### src/rtl/spc_pkg.sv
// ----------------------------------------------------------------------------
// spc_pkg
// Shared types and constants of the stack permutation checker: sizes, record
// and register codes, request payloads and the shift controls of the cells.
// ----------------------------------------------------------------------------
`default_nettype none

package spc_pkg;

  // stack and value sizes
  localparam int STACK_DEPTH   = 32;
  localparam int VALUE_BITS    = 16;
  localparam int LEVEL_BITS    = $clog2(STACK_DEPTH + 1);
  localparam int ELEMENT_BITS  = 16;
  localparam int SEQ_LEN_BITS  = 16;
  localparam int CAP_BITS      = 6;
  localparam int CFG_IDX_BITS  = 2;
  localparam int CFG_DATA_BITS = 16;

  // register indexes
  typedef enum logic [CFG_IDX_BITS-1:0] {
    REG_SEQUENCE_LENGTH = 2'd0,
    REG_STACK_CAPACITY  = 2'd1
  } reg_index_t;

  // output record codes
  typedef enum logic [1:0] {
    REC_POP  = 2'd0,
    REC_PUSH = 2'd1,
    REC_FAIL = 2'd2,
    REC_PASS = 2'd3
  } record_t;

  typedef struct packed {
    logic [ELEMENT_BITS-1:0] element;
    logic                    final_element;
  } spc_in_t;

  typedef struct packed {
    record_t record;
    logic    end_of_burst;
  } spc_out_t;

  // shift controls for the row of cells
  typedef struct packed {
    logic push;
    logic pop;
  } shift_t;

endpackage

`default_nettype wire

### src/rtl/spc_ctrl.sv
// ----------------------------------------------------------------------------
// spc_ctrl
// Sequencer of the checker: occupancy count, down-counter, overflow flag,
// configuration registers and the registered output record.
// ----------------------------------------------------------------------------
`default_nettype none

module spc_ctrl
  import spc_pkg::*;
(
  input  logic                     clk,
  input  logic                     rst,
  input  logic                     in_valid,
  output logic                     in_ready,
  input  spc_in_t                  in_item,
  output logic                     out_valid,
  input  logic                     out_ready,
  output spc_out_t                 out_item,
  input  logic                     cfg_valid,
  output logic                     cfg_ready,
  input  logic [CFG_IDX_BITS-1:0]  cfg_index,
  input  logic [CFG_DATA_BITS-1:0] cfg_value,
  input  logic [VALUE_BITS-1:0]    top1,
  output shift_t                   shift,
  output logic [VALUE_BITS-1:0]    push_data
);

  typedef enum logic [2:0] {
    ST_IDLE    = 3'b001,
    ST_POP     = 3'b010,
    ST_VERDICT = 3'b100
  } state_t;

  state_t                  state, state_next;
  logic [LEVEL_BITS-1:0]   level, level_next;
  logic [VALUE_BITS-1:0]   expected, expected_next;
  logic                    overflowed, overflowed_next;
  logic                    fin, fin_next;
  logic [SEQ_LEN_BITS-1:0] seq_len;
  logic [CAP_BITS-1:0]     capacity;

  logic                    out_free;
  logic                    emit;
  spc_out_t                emit_item;
  logic [CAP_BITS-1:0]     cap_eff;
  logic                    full;
  logic                    elem_match;
  logic                    next_match;
  logic [VALUE_BITS-1:0]   expected_dec;

  assign cfg_ready = 1'b1;
  assign out_free  = !out_valid || out_ready;
  assign in_ready  = (state == ST_IDLE) && out_free;
  assign push_data = VALUE_BITS'(in_item.element);

  // effective capacity and lookahead compares
  assign cap_eff      = (capacity < CAP_BITS'(STACK_DEPTH)) ? capacity
                                                            : CAP_BITS'(STACK_DEPTH);
  assign full         = CAP_BITS'(level) >= cap_eff;
  assign elem_match   = push_data == expected;
  assign expected_dec = expected - 1'b1;
  assign next_match   = (level > LEVEL_BITS'(1)) && (top1 == expected_dec);

  // sequencer
  always_comb begin
    state_next      = state;
    level_next      = level;
    expected_next   = expected;
    overflowed_next = overflowed;
    fin_next        = fin;
    shift           = '0;
    emit            = 1'b0;
    emit_item       = '{record: REC_POP, end_of_burst: 1'b0};
    unique case (state)
      ST_IDLE: begin
        if (in_valid && in_ready) begin
          fin_next   = in_item.final_element;
          state_next = in_item.final_element ? ST_VERDICT : ST_IDLE;
          if (!overflowed) begin
            if (full) begin
              overflowed_next = 1'b1;
            end else begin
              shift.push             = 1'b1;
              level_next             = LEVEL_BITS'(level + 1'b1);
              emit                   = 1'b1;
              emit_item.record       = REC_POP;
              emit_item.end_of_burst = !in_item.final_element && !elem_match;
              if (elem_match) begin
                state_next = ST_POP;
              end
            end
          end
        end
      end
      ST_POP: begin
        // top matches the counter on entry
        if (out_free) begin
          shift.pop              = 1'b1;
          level_next             = LEVEL_BITS'(level - 1'b1);
          expected_next          = expected_dec;
          emit                   = 1'b1;
          emit_item.record       = REC_PUSH;
          emit_item.end_of_burst = !fin && !next_match;
          if (next_match) begin
            state_next = ST_POP;
          end else begin
            state_next = fin ? ST_VERDICT : ST_IDLE;
          end
        end
      end
      ST_VERDICT: begin
        if (out_free) begin
          emit                   = 1'b1;
          emit_item.record       = (!overflowed && level == '0) ? REC_PASS : REC_FAIL;
          emit_item.end_of_burst = 1'b1;
          level_next             = '0;
          overflowed_next        = 1'b0;
          expected_next          = VALUE_BITS'(seq_len);
          state_next             = ST_IDLE;
        end
      end
      default: begin
        state_next = ST_IDLE;
      end
    endcase
    // writing the length reloads the counter
    if (cfg_valid && cfg_ready && cfg_index == REG_SEQUENCE_LENGTH) begin
      expected_next = VALUE_BITS'(cfg_value[SEQ_LEN_BITS-1:0]);
    end
  end

  // control registers and configuration writes
  always_ff @(posedge clk) begin
    if (rst) begin
      state      <= ST_IDLE;
      level      <= '0;
      overflowed <= 1'b0;
      fin        <= 1'b0;
      out_valid  <= 1'b0;
      seq_len    <= SEQ_LEN_BITS'(1);
      capacity   <= CAP_BITS'(32);
      expected   <= VALUE_BITS'(1);
    end else begin
      state      <= state_next;
      level      <= level_next;
      overflowed <= overflowed_next;
      fin        <= fin_next;
      expected   <= expected_next;
      if (emit) begin
        out_valid <= 1'b1;
      end else if (out_ready) begin
        out_valid <= 1'b0;
      end
      if (cfg_valid && cfg_ready) begin
        unique case (cfg_index)
          REG_SEQUENCE_LENGTH: begin
            seq_len <= cfg_value[SEQ_LEN_BITS-1:0];
          end
          REG_STACK_CAPACITY: begin
            capacity <= cfg_value[CAP_BITS-1:0];
          end
          default: begin
          end
        endcase
      end
    end
  end

  // output record payload
  always_ff @(posedge clk) begin
    if (emit) begin
      out_item <= emit_item;
    end
  end

endmodule

`default_nettype wire

### config.mk
export PLATFORM = sky130hd
export DESIGN_NAME = spc_ctrl
export DESIGN_NICKNAME = d
export VERILOG_FILES = /design/src/rtl/spc_pkg.sv /design/src/rtl/spc_ctrl.sv
export SDC_FILE = /design/constraint.sdc
export NUM_CORES = 1
export LEC_CHECK = 0
export BUFFER_PORTS_ARGS = -buffer_cell sky130_fd_sc_hd__buf_2
export CAP_MARGIN = 10
export CORE_ASPECT_RATIO = 0.7
export CORE_MARGIN = 2
export CORE_UTILIZATION = 61
export CTS_BUF_LIST = sky130_fd_sc_hd__clkbuf_4
export CTS_CLUSTER_SIZE = 8
export DETAILED_ROUTE_END_ITERATION = 10
export HOLD_SLACK_MARGIN = 0.12
export MAX_ROUTING_LAYER = met4
export PLACE_DENSITY = 0.88
export SLEW_MARGIN = 15
export SYNTH_ARGS = -nofsm -noshare
export SYNTH_HDL_FRONTEND = slang
export SYNTH_SLANG_ARGS = --single-unit
### constraint.sdc
create_clock -name clk -period 6.8 [get_ports clk]
set_input_delay 0.34 -clock clk [delete_from_list [all_inputs] [get_ports clk]]
set_output_delay 0.34 -clock clk [all_outputs]
set_load 0.01 [all_outputs]
### Word-level counts from Yosys, hierarchy flattened

Index checks and enable logic that the tools add are counted.

* register bits: 53
* word-level logic and storage cells: 99
* output and inout port bits: 24
* input port bits: 56

* mux-type cells: 42
* reductions and logical operators: 28
* magnitude comparators: 3
* eq/ne operators: 13
* $add $sub $neg: 3

Operator list (number)
* 2-to-1 mux 16 bit: 3
* 2-to-1 mux 6 bit: 6
* == test 16 bit: 2
* one-hot mux 16 bit (2 select lines): 1
* 2-to-1 mux 3 bit: 10
* one-hot mux 3 bit (3 select lines): 2
* one-hot mux 6 bit (3 select lines): 1
* 2-to-1 mux 1 bit: 16
* subtractor 16 x 1 -> 16 bit, second input constant: 1
* AND reduction 3 bit: 3
* != test 2 bit, second input constant: 4
* logical AND 1 bit: 7
* adder 6 x 1 -> 6 bit, second input constant: 1
* greater-or-equal comparator 6 bit: 1
* greater-than comparator 6 x 1 -> 1 bit, second input constant: 1
* logical NOT 1 bit: 6
* logical NOT 6 bit: 1
* less-than comparator 6 bit, second input constant: 1
* != test 3 bit, second input constant: 2
* AND reduction 2 bit: 3
* AND reduction 6 bit: 1
* nonzero test 3 bit: 2
* subtractor 6 x 1 -> 6 bit, second input constant: 1
* one-hot mux 1 bit (2 select lines): 2
* other kinds (10): 11

### Logic depth before layout (Yosys ltp)

* word-level depth: 8
* mapped depth: 12
* gate-level depth less buffers: 11

### Worst setup path before layout

No wires, ideal clock.

* path kind: register to register
* from: reg expected[0]
* to: reg out_item[0] in the netlist's numbering (data pin)
* data required time: 6.539 ns
* setup time: 0.261 ns
* path buffers: 0
* period minus slack after synthesis: 2.352 ns
* cell stages (with the launch flop): 10
* data arrival time: 2.090 ns
* setup slack: 4.448 ns
* path through: dfxtp_1 > inv_1 > ha_1 > nor4b_2 > nand2_1 > or3_1 > a32oi_1 > nand4_2 > nor3_2 > o31ai_1

RTL lines
* start: declaration: line spc_ctrl.sv:36 `logic [VALUE_BITS-1:0] expected, expected_next;`
* start signal: assignment: line spc_ctrl.sv:148 `expected <= expected_next;`
* end signal: assignment: line spc_ctrl.sv:172 `out_item <= emit_item;`
* end: declaration: line spc_ctrl.sv:18 `output spc_out_t out_item,`

==> results.md <==
- Ports: 80
- R2r worst-path depth: 9
- Combinational share of power: 0.428
- Max incr delay on CP: 0.44 ns
- Critical Path Source: expected[0]
- Final WL: 9.92 mm
- Post-CTS Setup Bufs: 0
- Asr flop ratio synth: 0
- Drt first pass iters: 5
- Highest clock rate: 349 MHz
- Nets: 581
- Initial antenna violation count: 0
- P_sw: 0.408 mW
- Leading post-synthesis cells by cell area: dfxtp_1 (28%), xnor2_1 (8.0%), a21oi_1 (7.7%)
- Syn nets: 540
- CTS Sinks: 53
- Finished Core Util: 0.687
- Fin crit period: 2.86 ns
- Hold Path Origin: cfg_value[13]
- CTS tree: done
- Area Growth Syn to Fin: 9.02%
- Wire per inst: 16.8 um
- Initial Util: 0.630
- Hold path endpoint: seq_len[13]
- Layout Skew: 0.0115 ns
- Post-Synthesis Mean Instance Area: 7.58 um^2
- Resized cells post-CTS: 0
- Slew @ Worst Pin: 1.14 ns
- Number of flops mapped to enable cells by yosys: 3
- Worst R2R Start: expected[0]
- Status: finished clean
- Critical path endpoint category: flop
- Switching Share: 0.424
- Syn Inst Count: 474
- P_leak: 1.55 nW
- Worst Hold Depth: 3
- WP data arrival: 3.02 ns
- Hold Crit Class: input port to flop
- Max-Cap Viols: 0
- Post-synth top area cell: dfxtp_1
- Max IR drop VDD: 132 uV
- Internal power: 0.554 mW
- Commonest cells post-synth: a21oi_1 (55), nor2_1 (54), dfxtp_1 (50), nand2_1 (50), xnor2_1 (33)
- Critical Path Start Type: flop
- Largest net degree at the start of global routing: 49
- Clock root buffer: clkbuf_4
- Critical R2R Capture: out_item[0]
- Post-Route Setup TNS: 0 ns
- Slew Limit Fails: 0
- R2r setup slk: 3.94 ns
- FILL cells: 504
- Crit path kind: flop to flop
- Vias per Instance: 6.16
- Post-synthesis sequential area ratio: 0.304
- Final hold violation count: 0
- Die width: 95.7 um
- Clock Pin Slew Worst Setup and Hold Paths: 0.17 ns
- # rows: 23
- Layout cells sized above 1: 0.196
- Synthesized cell area: 3590 um^2
- Sequential Power Share: 0.412
- Clock buffer depth: 2
- Vias in the first global route: 3206
- GR Util All Layers: 0.323
- Total CTS buffers: 5
- Global placement routability congestion: 0.935
- Cts hold-fix bufs: 0
- Synth Register Bits: 53
- RSZ-0062 raised after global routing: no
- HPWL Detailed: 7.55 mm
- Synth top area share: 0.279
- Antenna diodes: 0
- Detail Route Antenna Nets: 0
- Total number of vias: 3643
- Pwr Density: 246 nW/um^2
- Slowest-stage cell, CP: nor4b_2
- Post-route DRC: 0
- Main flop type after synthesis: dfxtp_1
- Aggregate global routing overflow: 0
- Period utilization: 0.421
- Final setup fails: 0
- H-tree Lvls: 2
- Post-synth cell types: 54
- DR iter-0 viols: 403
- CP max FO: 7
- Most common cell in the netlist: a21oi_1
- Clk Latency, worst-skew pair: 0.38 ns
- Slew margin rel.: 0.237
- First-pass GRT wire length: 15.8 mm
- Synth warn: 0
- Clk network pwr share: 0.160
- Core box area: 5700 um^2
- Die Span Y: 68.2 um
- Critical Path RT: 6.95 ns
- # port buffers: 78
- Crit-path cells: inv_1 -> ha_1 -> nor4b_2 -> nand2_1 -> or3_1 -> a32oi_1 -> nand4_2 -> nor3_2 -> o31ai_1
- Die area: 6530 um^2
## routing by layer
metal	up-vias	GRT usage	wire, um
met4	0	0.0750	123
met3	17	0.0793	1050
met5	-	-	0
li1	1738	-	-
met2	216	0.455	4170
met1	1672	0.464	4570
## placed cells by master, fill, tap and decap left out, types with 2 or more instances in the layout
| master | n |
|---|---|
| dfxtp_1 | 50 |
| xor2_1 | 6 |
| ha_1 | 10 |
| buf_4 | 3 |
| nor3_1 | 9 |
| nor2_1 | 54 |
| inv_1 | 13 |
| nand3b_1 | 2 |
| a31oi_1 | 12 |
| clkbuf_4 | 5 |
| o21ai_0 | 24 |
| o221ai_1 | 11 |
| mux2i_1 | 7 |
| and2_1 | 2 |
| nor2b_1 | 4 |
| xnor2_1 | 33 |
| nand2_1 | 50 |
| and3_1 | 3 |
| o21a_1 | 2 |
| o22a_1 | 2 |
| nand2b_1 | 8 |
| nand3_1 | 12 |
| o31ai_1 | 4 |
| a21oi_1 | 55 |
| edfxtp_1 | 3 |
| a32oi_1 | 2 |
| or3_1 | 4 |
| or4_1 | 2 |
| a22oi_1 | 5 |
| nor3_2 | 2 |
| nor4_1 | 5 |
| o22ai_1 | 2 |
| nand4_1 | 5 |
| buf_2 | 78 |
| a211oi_1 | 5 |
## critical path: cells and delay by family, from the launching register on
kind / cells / cell delay (ns)
AO/OA/AOI/OAI: 2 / 0.35
adder cells (fa/ha/maj): 1 / 0.32
buffers and inverters: 1 / 0.11
flip-flops: 1 / 0.41
AND/OR/NAND/NOR: 5 / 1.45
## stage by stage
step / hold WS (ns) / setup WS [ns] / power (mW) / std cells / area (um^2)
global route: 0.177 / 3.68 / 1.03 / 591 / 3920
finish: 0.193 / 3.94 / 0.962 / 591 / 3920
global placement: 0.431 / 4.15 / 0.791 / 583 / 3850
floorplan: 0.423 / 4.45 / 0.691 / 474 / 3590
detailed placement: 0.446 / 4.02 / 0.804 / 583 / 3850
CTS: 0.181 / 3.99 / 0.956 / 591 / 3920
## kinds of logic (layout without fill, tap and decap cells)
group / after synthesis / after routing / synth area share
buf+inv: 60 / 102 / 0.0833
simple gates: 171 / 171 / 0.232
flops: 53 / 53 / 0.304
xor+xnor: 39 / 39 / 0.0951
mux: 7 / 7 / 0.0195
other cells: 1 / 1 / 0.00104
compound gates: 133 / 133 / 0.230
fa+ha+maj: 10 / 10 / 0.0348
## power groups by stage
stage / combinational, mW / clock (mW) / sequential [mW]
after floorplan: 0.300 / 0 / 0.390
after global placement: 0.392 / 0 / 0.398
after detailed placement: 0.401 / 0 / 0.402
after CTS: 0.404 / 0.156 / 0.395
after global routing: 0.459 / 0.168 / 0.404
final: 0.412 / 0.154 / 0.397
## worst max path at each step
stage / endpoint / slack, ns / cells past startpoint
final: out_item[0] / 3.94 / 9
after global routing: out_item[0] / 3.68 / 9
after CTS: out_item[0] / 3.99 / 9
after detailed placement: out_item[0] / 4.02 / 9
after global placement: out_item[0] / 4.15 / 9
after floorplan: out_item[0] / 4.45 / 9
## sequential cells by signal, indices dropped and copies added, names as in the netlist
signal / cells
out_valid: 1
overflowed: 1
fin: 1
seq_len: 16
capacity: 6
out_item: 3
level: 6
state: 3
expected: 16
## layout make-up
type,instances,area (um^2),area share
Clock buffer,5,37.5,0.00959
Tap cell,75,93.8,0.0240
Sequential cell,53,1090,0.279
Timing Repair Buffer,81,413,0.105
Multi-Input combinational cell,361,2210,0.563
Inverter,13,48.8,0.0125
Clock inverter,3,25.0,0.00639
No activity file was read; power rests on OpenSTA's default activity.
